## src/sv/dchs_pkg.sv

```systemverilog
`default_nettype none

package dchs_pkg;

  // Default accumulator width
  localparam int DEFAULT_WORD_BITS = 32;

  // Character codes
  localparam logic [7:0] CHAR_END   = 8'h00;
  localparam logic [7:0] CHAR_SLASH = 8'h2F;
  localparam logic [7:0] CHAR_ZERO  = 8'h30;
  localparam logic [7:0] CHAR_NINE  = 8'h39;

  // Config register indexes
  localparam int CFG_ADDR_BITS = 2;
  localparam logic [CFG_ADDR_BITS-1:0] REG_HEADS   = 2'd0;
  localparam logic [CFG_ADDR_BITS-1:0] REG_SECTORS = 2'd1;
  localparam logic [CFG_ADDR_BITS-1:0] REG_SPARES  = 2'd2;

  // Entries in the address queue
  localparam int QUEUE_DEPTH = 2;

  // Field currently being parsed
  typedef enum logic [1:0] {
    PH_CYL  = 2'd0,
    PH_HEAD = 2'd1,
    PH_BLK  = 2'd2
  } phase_e;

  // Back end sequencer
  typedef enum logic [1:0] {
    BK_IDLE  = 2'd0,
    BK_MUL   = 2'd1,
    BK_SCALE = 2'd2,
    BK_SUM   = 2'd3
  } bk_state_e;

  // Disk geometry
  typedef struct packed {
    logic [7:0]  heads;
    logic [15:0] sectors;
    logic [15:0] spares;
  } geom_t;

  // One parsed address, fields already reduced to the result width
  typedef struct packed {
    logic [31:0] cyl;
    logic [31:0] head;
    logic [31:0] blk;
    logic        err;
  } job_t;

endpackage

`default_nettype wire

```

## src/sv/dchs_front.sv

```systemverilog
`default_nettype none

module dchs_front
  import dchs_pkg::*;
#(
  parameter int WORD_BITS = DEFAULT_WORD_BITS
) (
  input  wire logic       clk_i,
  input  wire logic       rst_ni,
  input  wire logic       accept_i,
  input  wire logic [7:0] symbol_i,
  output logic            push_o,
  output job_t            job_o
);

  localparam int RES_BITS = (WORD_BITS < 32) ? WORD_BITS : 32;

  phase_e                 phase_q, phase_d;
  logic [WORD_BITS-1:0]   cyl_q, cyl_d;
  logic [WORD_BITS-1:0]   head_q, head_d;
  logic [WORD_BITS-1:0]   blk_q, blk_d;
  logic                   err_q, err_d;
  logic                   slash_q, slash_d;

  logic                   is_end, is_digit, is_slash;
  logic [WORD_BITS-1:0]   digit;
  logic [WORD_BITS-1:0]   acc_sel, acc_next;

  // Classify the item
  assign is_end   = (symbol_i == CHAR_END);
  assign is_digit = (symbol_i >= CHAR_ZERO) && (symbol_i <= CHAR_NINE);
  assign is_slash = (symbol_i == CHAR_SLASH);
  assign digit    = WORD_BITS'(symbol_i - CHAR_ZERO);

  // acc * 10 + d as shift-add, wraps at the word width
  always_comb begin
    case (phase_q)
      PH_CYL:  acc_sel = cyl_q;
      PH_HEAD: acc_sel = head_q;
      default: acc_sel = blk_q;
    endcase
    acc_next = (acc_sel << 3) + (acc_sel << 1) + digit;
  end

  // Parser state update
  always_comb begin
    phase_d = phase_q;
    cyl_d   = cyl_q;
    head_d  = head_q;
    blk_d   = blk_q;
    err_d   = err_q;
    slash_d = slash_q;
    if (accept_i) begin
      if (is_end) begin
        phase_d = PH_CYL;
        cyl_d   = '0;
        head_d  = '0;
        blk_d   = '0;
        err_d   = 1'b0;
        slash_d = 1'b0;
      end else if (!err_q) begin
        if (is_digit) begin
          case (phase_q)
            PH_CYL:  cyl_d  = acc_next;
            PH_HEAD: head_d = acc_next;
            default: blk_d  = acc_next;
          endcase
        end else if (is_slash && (phase_q != PH_BLK)) begin
          phase_d = (phase_q == PH_CYL) ? PH_HEAD : PH_BLK;
          slash_d = 1'b1;
        end else begin
          err_d = 1'b1;
        end
      end
    end
  end

  always_ff @(posedge clk_i or negedge rst_ni) begin
    if (!rst_ni) begin
      phase_q <= PH_CYL;
      cyl_q   <= '0;
      head_q  <= '0;
      blk_q   <= '0;
      err_q   <= 1'b0;
      slash_q <= 1'b0;
    end else begin
      phase_q <= phase_d;
      cyl_q   <= cyl_d;
      head_q  <= head_d;
      blk_q   <= blk_d;
      err_q   <= err_d;
      slash_q <= slash_d;
    end
  end

  // Terminator hands the address to the queue; bare number is the block
  assign push_o = accept_i && is_end;

  always_comb begin
    job_o.head = 32'(head_q[RES_BITS-1:0]);
    job_o.err  = err_q;
    if (slash_q) begin
      job_o.cyl = 32'(cyl_q[RES_BITS-1:0]);
      job_o.blk = 32'(blk_q[RES_BITS-1:0]);
    end else begin
      job_o.cyl = '0;
      job_o.blk = 32'(cyl_q[RES_BITS-1:0]);
    end
  end

endmodule

`default_nettype wire

```

## src/sv/dchs_queue.sv

```systemverilog
`default_nettype none

module dchs_queue
  import dchs_pkg::*;
(
  input  wire logic clk_i,
  input  wire logic rst_ni,
  input  wire logic push_i,
  input  wire job_t push_data_i,
  output logic      full_o,
  input  wire logic pop_i,
  output job_t      pop_data_o,
  output logic      empty_o
);

  localparam int PTR_BITS = (QUEUE_DEPTH > 1) ? $clog2(QUEUE_DEPTH) : 1;
  localparam int CNT_BITS = $clog2(QUEUE_DEPTH + 1);

  job_t                entries_q [QUEUE_DEPTH];
  logic [PTR_BITS-1:0] wr_ptr_q, rd_ptr_q;
  logic [CNT_BITS-1:0] count_q;
  logic                do_push, do_pop;

  assign full_o     = (count_q == CNT_BITS'(QUEUE_DEPTH));
  assign empty_o    = (count_q == '0);
  assign do_push    = push_i && !full_o;
  assign do_pop     = pop_i && !empty_o;
  assign pop_data_o = entries_q[rd_ptr_q];

  // Storage
  always_ff @(posedge clk_i) begin
    if (do_push) begin
      entries_q[wr_ptr_q] <= push_data_i;
    end
  end

  // Pointers and fill count
  always_ff @(posedge clk_i or negedge rst_ni) begin
    if (!rst_ni) begin
      wr_ptr_q <= '0;
      rd_ptr_q <= '0;
      count_q  <= '0;
    end else begin
      if (do_push) begin
        wr_ptr_q <= (wr_ptr_q == PTR_BITS'(QUEUE_DEPTH - 1)) ? '0 : wr_ptr_q + 1'b1;
      end
      if (do_pop) begin
        rd_ptr_q <= (rd_ptr_q == PTR_BITS'(QUEUE_DEPTH - 1)) ? '0 : rd_ptr_q + 1'b1;
      end
      case ({do_push, do_pop})
        2'b10:   count_q <= count_q + 1'b1;
        2'b01:   count_q <= count_q - 1'b1;
        default: count_q <= count_q;
      endcase
    end
  end

endmodule

`default_nettype wire

```

## src/sv/dchs_back.sv

```systemverilog
`default_nettype none

module dchs_back
  import dchs_pkg::*;
#(
  parameter int WORD_BITS = DEFAULT_WORD_BITS
) (
  input  wire logic   clk_i,
  input  wire logic   rst_ni,
  input  wire geom_t  geom_i,
  input  wire logic   empty_i,
  input  wire job_t   job_i,
  output logic        pop_o,
  output logic        out_valid_o,
  input  wire logic   out_ready_i,
  output logic [31:0] block_number_o,
  output logic        bad_syntax_o
);

  localparam int RES_BITS = (WORD_BITS < 32) ? WORD_BITS : 32;
  localparam logic [31:0] RES_MASK =
    (RES_BITS >= 32) ? 32'hFFFF_FFFF : 32'((64'd1 << RES_BITS) - 64'd1);

  bk_state_e   state_q, state_d;
  job_t        job_q;
  logic [23:0] track_prod_q;
  logic [31:0] head_prod_q;
  logic [31:0] cyl_prod_q;
  logic [31:0] per_cyl;
  logic [31:0] total;
  logic        out_valid_q;
  logic [31:0] out_block_q;
  logic        out_err_q;
  logic        out_free;
  logic        load_out;

  assign out_free = !out_valid_q || out_ready_i;
  assign per_cyl  = 32'(track_prod_q) - 32'(geom_i.spares);
  assign total    = (cyl_prod_q + head_prod_q + job_q.blk) & RES_MASK;

  // Sequencer: take job, two multiply steps, final sum into output register
  always_comb begin
    state_d  = state_q;
    pop_o    = 1'b0;
    load_out = 1'b0;
    case (state_q)
      BK_IDLE: begin
        if (!empty_i) begin
          pop_o   = 1'b1;
          state_d = BK_MUL;
        end
      end
      BK_MUL:   state_d = BK_SCALE;
      BK_SCALE: state_d = BK_SUM;
      BK_SUM: begin
        if (out_free) begin
          load_out = 1'b1;
          state_d  = BK_IDLE;
        end
      end
      default:  state_d = BK_IDLE;
    endcase
  end

  always_ff @(posedge clk_i or negedge rst_ni) begin
    if (!rst_ni) begin
      state_q     <= BK_IDLE;
      out_valid_q <= 1'b0;
    end else begin
      state_q <= state_d;
      if (load_out) begin
        out_valid_q <= 1'b1;
      end else if (out_ready_i) begin
        out_valid_q <= 1'b0;
      end
    end
  end

  // Datapath
  always_ff @(posedge clk_i) begin
    if (pop_o) begin
      job_q <= job_i;
    end
    if (state_q == BK_MUL) begin
      track_prod_q <= geom_i.heads * geom_i.sectors;
      head_prod_q  <= 32'(job_q.head * 32'(geom_i.sectors));
    end
    if (state_q == BK_SCALE) begin
      cyl_prod_q <= 32'(job_q.cyl * per_cyl);
    end
    if (load_out) begin
      out_block_q <= total;
      out_err_q   <= job_q.err;
    end
  end

  assign out_valid_o    = out_valid_q;
  assign block_number_o = out_block_q;
  assign bad_syntax_o   = out_err_q;

  // A job taken from the queue starts the multiply steps next cycle
  a_pop_starts: assert property (@(posedge clk_i) disable iff (!rst_ni)
    pop_o |=> (state_q == BK_MUL))
    else $error("pop did not start multiply step");

  // Nothing is taken from an empty queue
  a_no_pop_empty: assert property (@(posedge clk_i) disable iff (!rst_ni)
    pop_o |-> !empty_i)
    else $error("pop from empty queue");

  // A finished sum always shows up as a result
  a_sum_delivers: assert property (@(posedge clk_i) disable iff (!rst_ni)
    load_out |=> out_valid_o)
    else $error("sum not presented");

  // Sequencer only pops while idle
  a_pop_idle: assert property (@(posedge clk_i) disable iff (!rst_ni)
    pop_o |-> (state_q == BK_IDLE))
    else $error("pop outside idle");

endmodule

`default_nettype wire

```

## src/sv/disk_chs_address_parser_unit.sv

```systemverilog
`default_nettype none

// Disk address parser. Takes the address text "cyl/head/block" or a bare block
// number one character per item on s_axis, ended by a zero character, and
// returns one result per terminator on m_axis: the linear block
// cyl*(heads*sectors-spares)+head*sectors+block modulo 2^min(WORD_BITS,32),
// with a sticky syntax error flag in tuser. The front end accepts one
// character per cycle whenever the two-entry address queue has room. The
// back end sequencer works on one address at a time (queue pop, two multiply
// steps, final sum, which waits for m_axis to be free), so a run of short
// addresses can fill the queue and stall s_axis. Geometry registers are to be
// written on the cfg port only while no address is in flight; the user must
// keep to this, as the block itself does not enforce it.

module disk_chs_address_parser_unit
  import dchs_pkg::*;
#(
  parameter int WORD_BITS = DEFAULT_WORD_BITS
) (
  input  wire logic                     clk_i,
  input  wire logic                     rst_ni,
  input  wire logic                     cfg_we_i,
  input  wire logic [CFG_ADDR_BITS-1:0] cfg_addr_i,
  input  wire logic [15:0]              cfg_wdata_i,
  input  wire logic                     s_axis_tvalid,
  output logic                          s_axis_tready,
  input  wire logic [7:0]               s_axis_tdata,  // [7:0] symbol
  output logic                          m_axis_tvalid,
  input  wire logic                     m_axis_tready,
  output logic [31:0]                   m_axis_tdata,  // [31:0] block_number
  output logic                          m_axis_tuser   // [0] bad_syntax
);

  geom_t geom_q;
  logic  s_accept;
  logic  push, full, pop, empty;
  job_t  push_job, pop_job;

  // Geometry registers
  always_ff @(posedge clk_i or negedge rst_ni) begin
    if (!rst_ni) begin
      geom_q.heads   <= 8'd1;
      geom_q.sectors <= 16'd1;
      geom_q.spares  <= 16'd0;
    end else if (cfg_we_i) begin
      case (cfg_addr_i)
        REG_HEADS:   geom_q.heads   <= cfg_wdata_i[7:0];
        REG_SECTORS: geom_q.sectors <= cfg_wdata_i;
        REG_SPARES:  geom_q.spares  <= cfg_wdata_i;
        default:     geom_q         <= geom_q;
      endcase
    end
  end

  assign s_axis_tready = !full;
  assign s_accept      = s_axis_tvalid && s_axis_tready;

  dchs_front #(
    .WORD_BITS (WORD_BITS)
  ) u_front (
    .clk_i    (clk_i),
    .rst_ni   (rst_ni),
    .accept_i (s_accept),
    .symbol_i (s_axis_tdata),
    .push_o   (push),
    .job_o    (push_job)
  );

  dchs_queue u_queue (
    .clk_i       (clk_i),
    .rst_ni      (rst_ni),
    .push_i      (push),
    .push_data_i (push_job),
    .full_o      (full),
    .pop_i       (pop),
    .pop_data_o  (pop_job),
    .empty_o     (empty)
  );

  dchs_back #(
    .WORD_BITS (WORD_BITS)
  ) u_back (
    .clk_i          (clk_i),
    .rst_ni         (rst_ni),
    .geom_i         (geom_q),
    .empty_i        (empty),
    .job_i          (pop_job),
    .pop_o          (pop),
    .out_valid_o    (m_axis_tvalid),
    .out_ready_i    (m_axis_tready),
    .block_number_o (m_axis_tdata),
    .bad_syntax_o   (m_axis_tuser)
  );

endmodule

`default_nettype wire
```

## config.mk

```make
export PLATFORM = sky130hd
export DESIGN_NAME = disk_chs_address_parser_unit
export DESIGN_NICKNAME = d
export VERILOG_FILES = /design/src/sv/dchs_pkg.sv /design/src/sv/dchs_front.sv /design/src/sv/dchs_queue.sv /design/src/sv/dchs_back.sv /design/src/sv/disk_chs_address_parser_unit.sv
export SDC_FILE = /design/constraint.sdc
export NUM_CORES = 2
export LEC_CHECK = 0
export BUFFER_PORTS_ARGS = -buffer_cell sky130_fd_sc_hd__buf_2
export CAP_MARGIN = 20
export CORE_AREA = 3 3 497 499
export DETAILED_ROUTE_END_ITERATION = 12
export DIE_AREA = 0 0 500 502
export HOLD_SLACK_MARGIN = 0.06
export PLACE_DENSITY_LB_ADDON = 0.1
export SYNTH_ARGS = -nofsm -noshare
export SYNTH_HDL_FRONTEND = slang
export SYNTH_HIERARCHICAL = 1
export SYNTH_SLANG_ARGS = --single-unit
```

## constraint.sdc

```tcl
create_clock -name clk_i -period 26.4 [get_ports clk_i]
set_clock_uncertainty 0.2 [all_clocks]
set_input_delay 3.96 -clock clk_i [delete_from_list [all_inputs] [get_ports clk_i]]
set_output_delay 3.96 -clock clk_i [all_outputs]
set_load 0.005 [all_outputs]
```

# Yosys cells after proc, flatten, opt, wreduce, memory -nomap -nowiden
# Memories as Yosys holds them, arrays and structs flattened. A register that Yosys moved wholly into a read port is not among the register bits.
# Index checks and enable logic that the tools add are counted.
# totals
register_bits	268
ramBits	194
input_bits	31
output_inout_bits	35
elab_cells	123
n_memories	1
# memory_table
memory	depth	width	read_ports	rd_ports_with_merged_regs	write_ports	line	source
u_queue.entries_q	2	97	1	1	1	dchs_queue.sv:19	job_t entries_q [QUEUE_DEPTH];
# op_classes
add_sub_neg	10
mul	3
order_cmp	2
eq_ne	16
muxes	42
reduce_logical	30
# ops
cell	n
$mux W32	14
$add A32 B32 Y32	4
$pmux W31 S2	1
$mul A32 B16 Y32	1
$mul A32 B32 Y32	1
$sub A24 B16 Y25	1
$mul A8 B16 Y24	1
$mux W1	18
$reduce_and A4 Y1	4
$mux W2	7
$reduce_bool A2 Y1	6
$eq A2 B2 Y1 const B	5
$sub A8 B6 Y9 const B	1
$eq A2 B1 Y1 const B	4
$eq A8 B6 Y1 const B	1
$ge A8 B6 Y1 const B	1
$le A8 B6 Y1 const B	1
$logic_not A2 Y1	4
$logic_not A8 Y1	1
$pmux W2 S4	1
$reduce_and A2 Y1	4
$logic_and A1 B1 Y1	6
$ne A2 B1 Y1 const B	3
$ne A2 B2 Y1 const B	3
other kinds (7)	10

# Logic depth before layout (Yosys ltp)
# logic_depth
depth_word	8
ltp_mapped	36
ltp_nobuf	36

# By module
# The synthesis kept the hierarchy.
# by_module_without_submodules
mod	n_inst	cells_per_inst	area_per_inst_um2	seq_area_each_um2
dchs_back	1	4003	39620.5	6621.4
dchs_front	1	768	7395.8	2502.4
dchs_queue	1	320	7267.0	5925.7
disk_chs_address_parser_unit	1	87	1537.7	1003.5

# Least setup slack after synthesis
# No wires, ideal clock.
# synth_timing
path_type	input -> register
from	input s_axis_tdata[0]
to	memory u_queue/entries_q[0][0] (netlist bit) (enable)
setup_ns	0.553
arrival_ns	8.959
t_required_ns	25.647
setup_slack_ns	16.687
stages	6
n_path_buf	0
path_cell_list	nor4_1 and3_1 nand2_1 inv_2 nand2_1 nor2_1
# synth_between
elab_chain_cells	5
# synth_rtl
item	line	source
start, declared	disk_chs_address_parser_unit.sv:27	input wire logic [7:0] s_axis_tdata,
$logic_not A8 Y1	dchs_front.sv:30	assign is_end = (symbol_i == CHAR_END);
$logic_and A1 B1 Y1	dchs_front.sv:97	assign push_o = accept_i && is_end;
named net push	disk_chs_address_parser_unit.sv:36	logic push, full, pop, empty;
$logic_and A1 B1 Y1	dchs_queue.sv:26	assign do_push = push_i && !full_o;
$mux W1	dchs_queue.sv:32	if (do_push) begin
$mux W1 (implied by the code)	dchs_queue.sv:33	entries_q[wr_ptr_q] <= push_data_i;
end, declared	dchs_queue.sv:19	
# The timed path passes the listed nets, and every way through them passes these cells.

# Worst setup path after layout
# layout_timing
from	register u_back.track_prod_q[0]
to	register u_back.cyl_prod_q[31], data pin
# layout_between
elab_chain_cells	2
# layout_rtl
item	line	source
start, declared	dchs_back.sv:26	logic [23:0] track_prod_q;
start signal, assigned	dchs_back.sv:85	track_prod_q <= geom_i.heads * geom_i.sectors;
$sub A24 B16 Y25	dchs_back.sv:38	assign per_cyl = 32'(track_prod_q) - 32'(geom_i.spares);
$mul A32 B32 Y32	dchs_back.sv:89	cyl_prod_q <= 32'(job_q.cyl * per_cyl);
end signal, assigned	dchs_back.sv:89	
end, declared	dchs_back.sv:28	logic [31:0] cyl_prod_q;
# Every way passes these cells.
# A chain may end at the register's enable or synchronous reset.

==> results.txt <==
Share of synthesized flip-flops with an asynchronous set or reset: 0.263. The slowest cell on the critical path was sky130_fd_sc_hd__xor2_1. In this run, synthesis inferred 412 flip-flops with an integrated enable.

The number of global-route vias before repair was 39.2k. The final setup violation count was 0. In the synthesized netlist the dominant register cell turns out to be sky130_fd_sc_hd__edfxtp_1. The library cell used most frequently in the layout, excluding fill and tap cells, is sky130_fd_sc_hd__inv_1. The share of Yosys cell area claimed by the top area cell type was 0.302. The run gives 5178 as the gate count after technology mapping. The number of vias per cell after detailed routing came out at 4.18. The register name with the most flops is u_queue/entries_q. The worst setup path is of the register to register kind. The measured slew at the worst slew-check pin is 1.16 ns, and the final max-slew violation count is 0. For this block, the via count after detailed routing is 35.3k. After legalization and detailed placement, the total HPWL measured 134000 um. The number of synthesized register bits came out at 559.

The number of antenna violations at the first check in global routing was 10; the area used by multi-input combinational logic was 35700 sq um. The run gives 66 as the largest net degree at the start of global routing. The number of levels the H-tree was split into is 3, and the total detailed-routing wirelength is 172000 um. Once detail routing completed, the nets flagged for antenna violations numbered 0. The xor-xnor portion of the synthesized cell area is 0.0365. The fraction of the cycle the final worst path needs is 0.377, and the quantity of hold-fixing buffers added after cts is 0.

After clock tree synthesis, the clock-pin slew on the worst setup and hold paths is 0.06 ns. The number of clock buffers inserted by TritonCTS is 73. The net count of the finished layout is 6381. The floorplan step set the die height to 502 um. The run gives 0.140 as the total track usage. The met3 track demand over resource in global routing is 0.0124, and the global route total overflow is 0. TritonCTS built the clock tree. At the end of routability-driven placement, the weighted congestion stood at 0.801. The cell sitting at the root of the clock tree is a sky130_fd_sc_hd__clkbuf_16.

The met1 capacity usage during global routing came out at 0.200. Layer with the highest usage after global routing: met2. The clock net in this run drives a total of 559 sinks.

The path class of the tightest hold or removal check is register to register. Yosys printed 6 warnings. No sink is reached through more buffers than the 3 on the longest clock path.

After synthesis, the mean cell area works out to 10.8 sq um. Leaving out fill and tap cells, the most frequent cells in the layout are sky130_fd_sc_hd__inv_1, sky130_fd_sc_hd__fa_1, sky130_fd_sc_hd__nand2_1, sky130_fd_sc_hd__edfxtp_1, sky130_fd_sc_hd__and2_1. In the final routed layout, each cell accounts on average for 20.4 um. The fmax is 100 MHz. After synthesis, the largest family of logic cells by area is adder cells. The required time of the critical path was 26.60 ns. Number of DRC markers in iteration 0: 1558. Subtracting the final worst setup slack from the clock period gives 9.95 ns.

The fraction of final layout cells sized beyond drive strength 1 was 0.0948; the number of maximum-capacitance constraint violations was 0. The post-synthesis mux area share was 0.0500; the routing usage on met2 was 0.233. The top cell type by total area after synthesis is sky130_fd_sc_hd__fa_1.

The number of buffers added on ports works out to 65. The run gives 181 as the number of core rows. The floorplan die area is 251000 sq um, and the hold violation count in the final report is 0.

Post-CTS timing repair inserted 0 buffers for setup. For this run, design rule violations remaining after detail routing come to 0. The initial standard-cell utilization of the core is 0.230.

The fraction of the mapped netlist area in simple logic gates is 0.125. For the worst-skew pair, the clock arrives at the later sink with an insertion delay of 0.68 ns. For the register area share after synthesis, the log shows 0.288.

In this design, the critical path's most frequently occurring cell is sky130_fd_sc_hd__xnor2_1. The netlist area before placement was 55800 sq um. The area of the placeable core came out at 243000 sq um. The area added between synthesis and finish is 11.8%. Setup repair after global routing left no endpoint under its margin. 66 I/O pins were placed.

The global-route wire length before repair was 264000 um. The area occupied by registers was 16100 sq um; the share of synthesized cell area in full adder, half adder and majority cells was 0.374. The startpoint class of the critical path was a register. The share of the synthesized area in compound gates (AO/OA/AOI/OAI) was 0.0522; the filler cell count in the final layout was 25.8k. In this design, the stage delay of the slowest critical-path cell is 0.92 ns. Measured along the x axis, the die boundary spans 500 um.

The utilization after layout came out at 0.257. The largest registers in the layout are u_queue/entries_q (194), u_back/job_q (97), geom_q (40). Ranked by total cell area, the synthesized netlist is headed by sky130_fd_sc_hd__fa_1, sky130_fd_sc_hd__edfxtp_1, sky130_fd_sc_hd__ha_1. The relative slew slack was 0.224; the length of the first detailed-routing pass in iterations was 5. The post-synth net total is 6372, and the biggest fanout along the worst timing path is 12.

For the arrival time at the worst endpoint, the log shows 10.16 ns. The run finished with clean final reports. In the final timing run, aggregate negative setup slack is 0 ns. The count of cells resized by post-cts repair is 0.

The flip-flop count of the largest register after layout is 194. The netlist uses 88 different library cells. STA classifies the critical path endpoint as a register.
-- path summary, 6_finish.rpt --
check                                                 start                               to  slack, ns  depth (start not counted)
max                        u_back/track_prod_q[0]$_DFFE_PN_  u_back/cyl_prod_q[31]$_DFFE_PP_      16.45                         34
min                               u_back/job_q[0]$_DFFE_PP_    u_back/bad_syntax_o$_DFFE_PP_       0.26                          0
max reg2reg                u_back/track_prod_q[0]$_DFFE_PN_  u_back/cyl_prod_q[31]$_DFFE_PP_      16.45                         34
min reg2reg                       u_back/job_q[0]$_DFFE_PP_    u_back/bad_syntax_o$_DFFE_PP_       0.26                          0
max in group asynchronous                            rst_ni     u_queue/rd_ptr_q$_DFFE_PN0P_      21.47                          2
min in group asynchronous                            rst_ni   u_front/head_q[27]$_DFFE_PN0P_       3.10                          1
-- cell families (layout without fill, tap and decap cells) --
kind of cell,after synthesis,count (layout)
buffers and inverters,1096,1163
adder cells (fa/ha/maj),1163,1163
flip-flops,559,559
other,0,4
multiplexers,245,245
AO/OA/AOI/OAI,447,447
AND/OR/NAND/NOR,1444,1444
XOR/XNOR,224,224
-- Yosys cell counts, drive strengths merged, types with 11 or more instances --
library cell,n
inv,879
buf,30
nand2b,21
a31oi,14
mux2i,33
o21bai,24
ha,321
a21o,44
mux2,212
nor2b,80
o21a,23
a22o,22
edfxtp,412
nand4,11
xnor2,173
nor3,16
fa,842
and3,14
o21ai,110
clkbuf,187
nand3,25
dfrtp,145
and2,388
nand2,720
xor2,47
nor2,127
a21oi,133
-- stage by stage --
| stage | hold slack, ns | std cells | worst slack, ns | instance area (sq um) |
|---|---|---|---|---|
| finish | 0.257 | 8451 | 16.45 | 62400 |
| global placement | 0.267 | 8313 | 16.47 | 60100 |
| CTS | 0.266 | 8446 | 16.38 | 62400 |
| global route | 0.278 | 8448 | 15.87 | 62400 |
| floorplan | 0.200 | 5178 | 16.69 | 55800 |
| detailed placement | 0.245 | 8313 | 16.46 | 60100 |
-- critical path: cells and delay by family, from the launching register on --
kind | cells | cell delay, ns
AO/OA/AOI/OAI | 4 | 1.11
flip-flops | 1 | 0.35
AND/OR/NAND/NOR | 4 | 0.70
buffers and inverters | 3 | 0.18
adder cells (fa/ha/maj) | 9 | 3.88
XOR/XNOR | 14 | 3.26
-- area by class of cell --
type | instances | area share
Clock buffer | 94 | 0.0312
Multi-Input combinational cell | 3523 | 0.572
Timing Repair Buffer | 151 | 0.0160
Sequential cell | 559 | 0.257
Clock inverter | 39 | 0.00611
Tap cell | 3202 | 0.0642
Inverter | 879 | 0.0529
Antenna cell | 4 | 0.000160
-- metal layers --
layer	part of all wire	up-vias
met3	0.020	126
met2	0.48	375
met1	0.49	18515
li1	-	16310
met4	0.015	0
met5	0	-
Power is not shown: default switching activity piles up to over one toggle a cycle in this logic, so the estimate is an artifact.
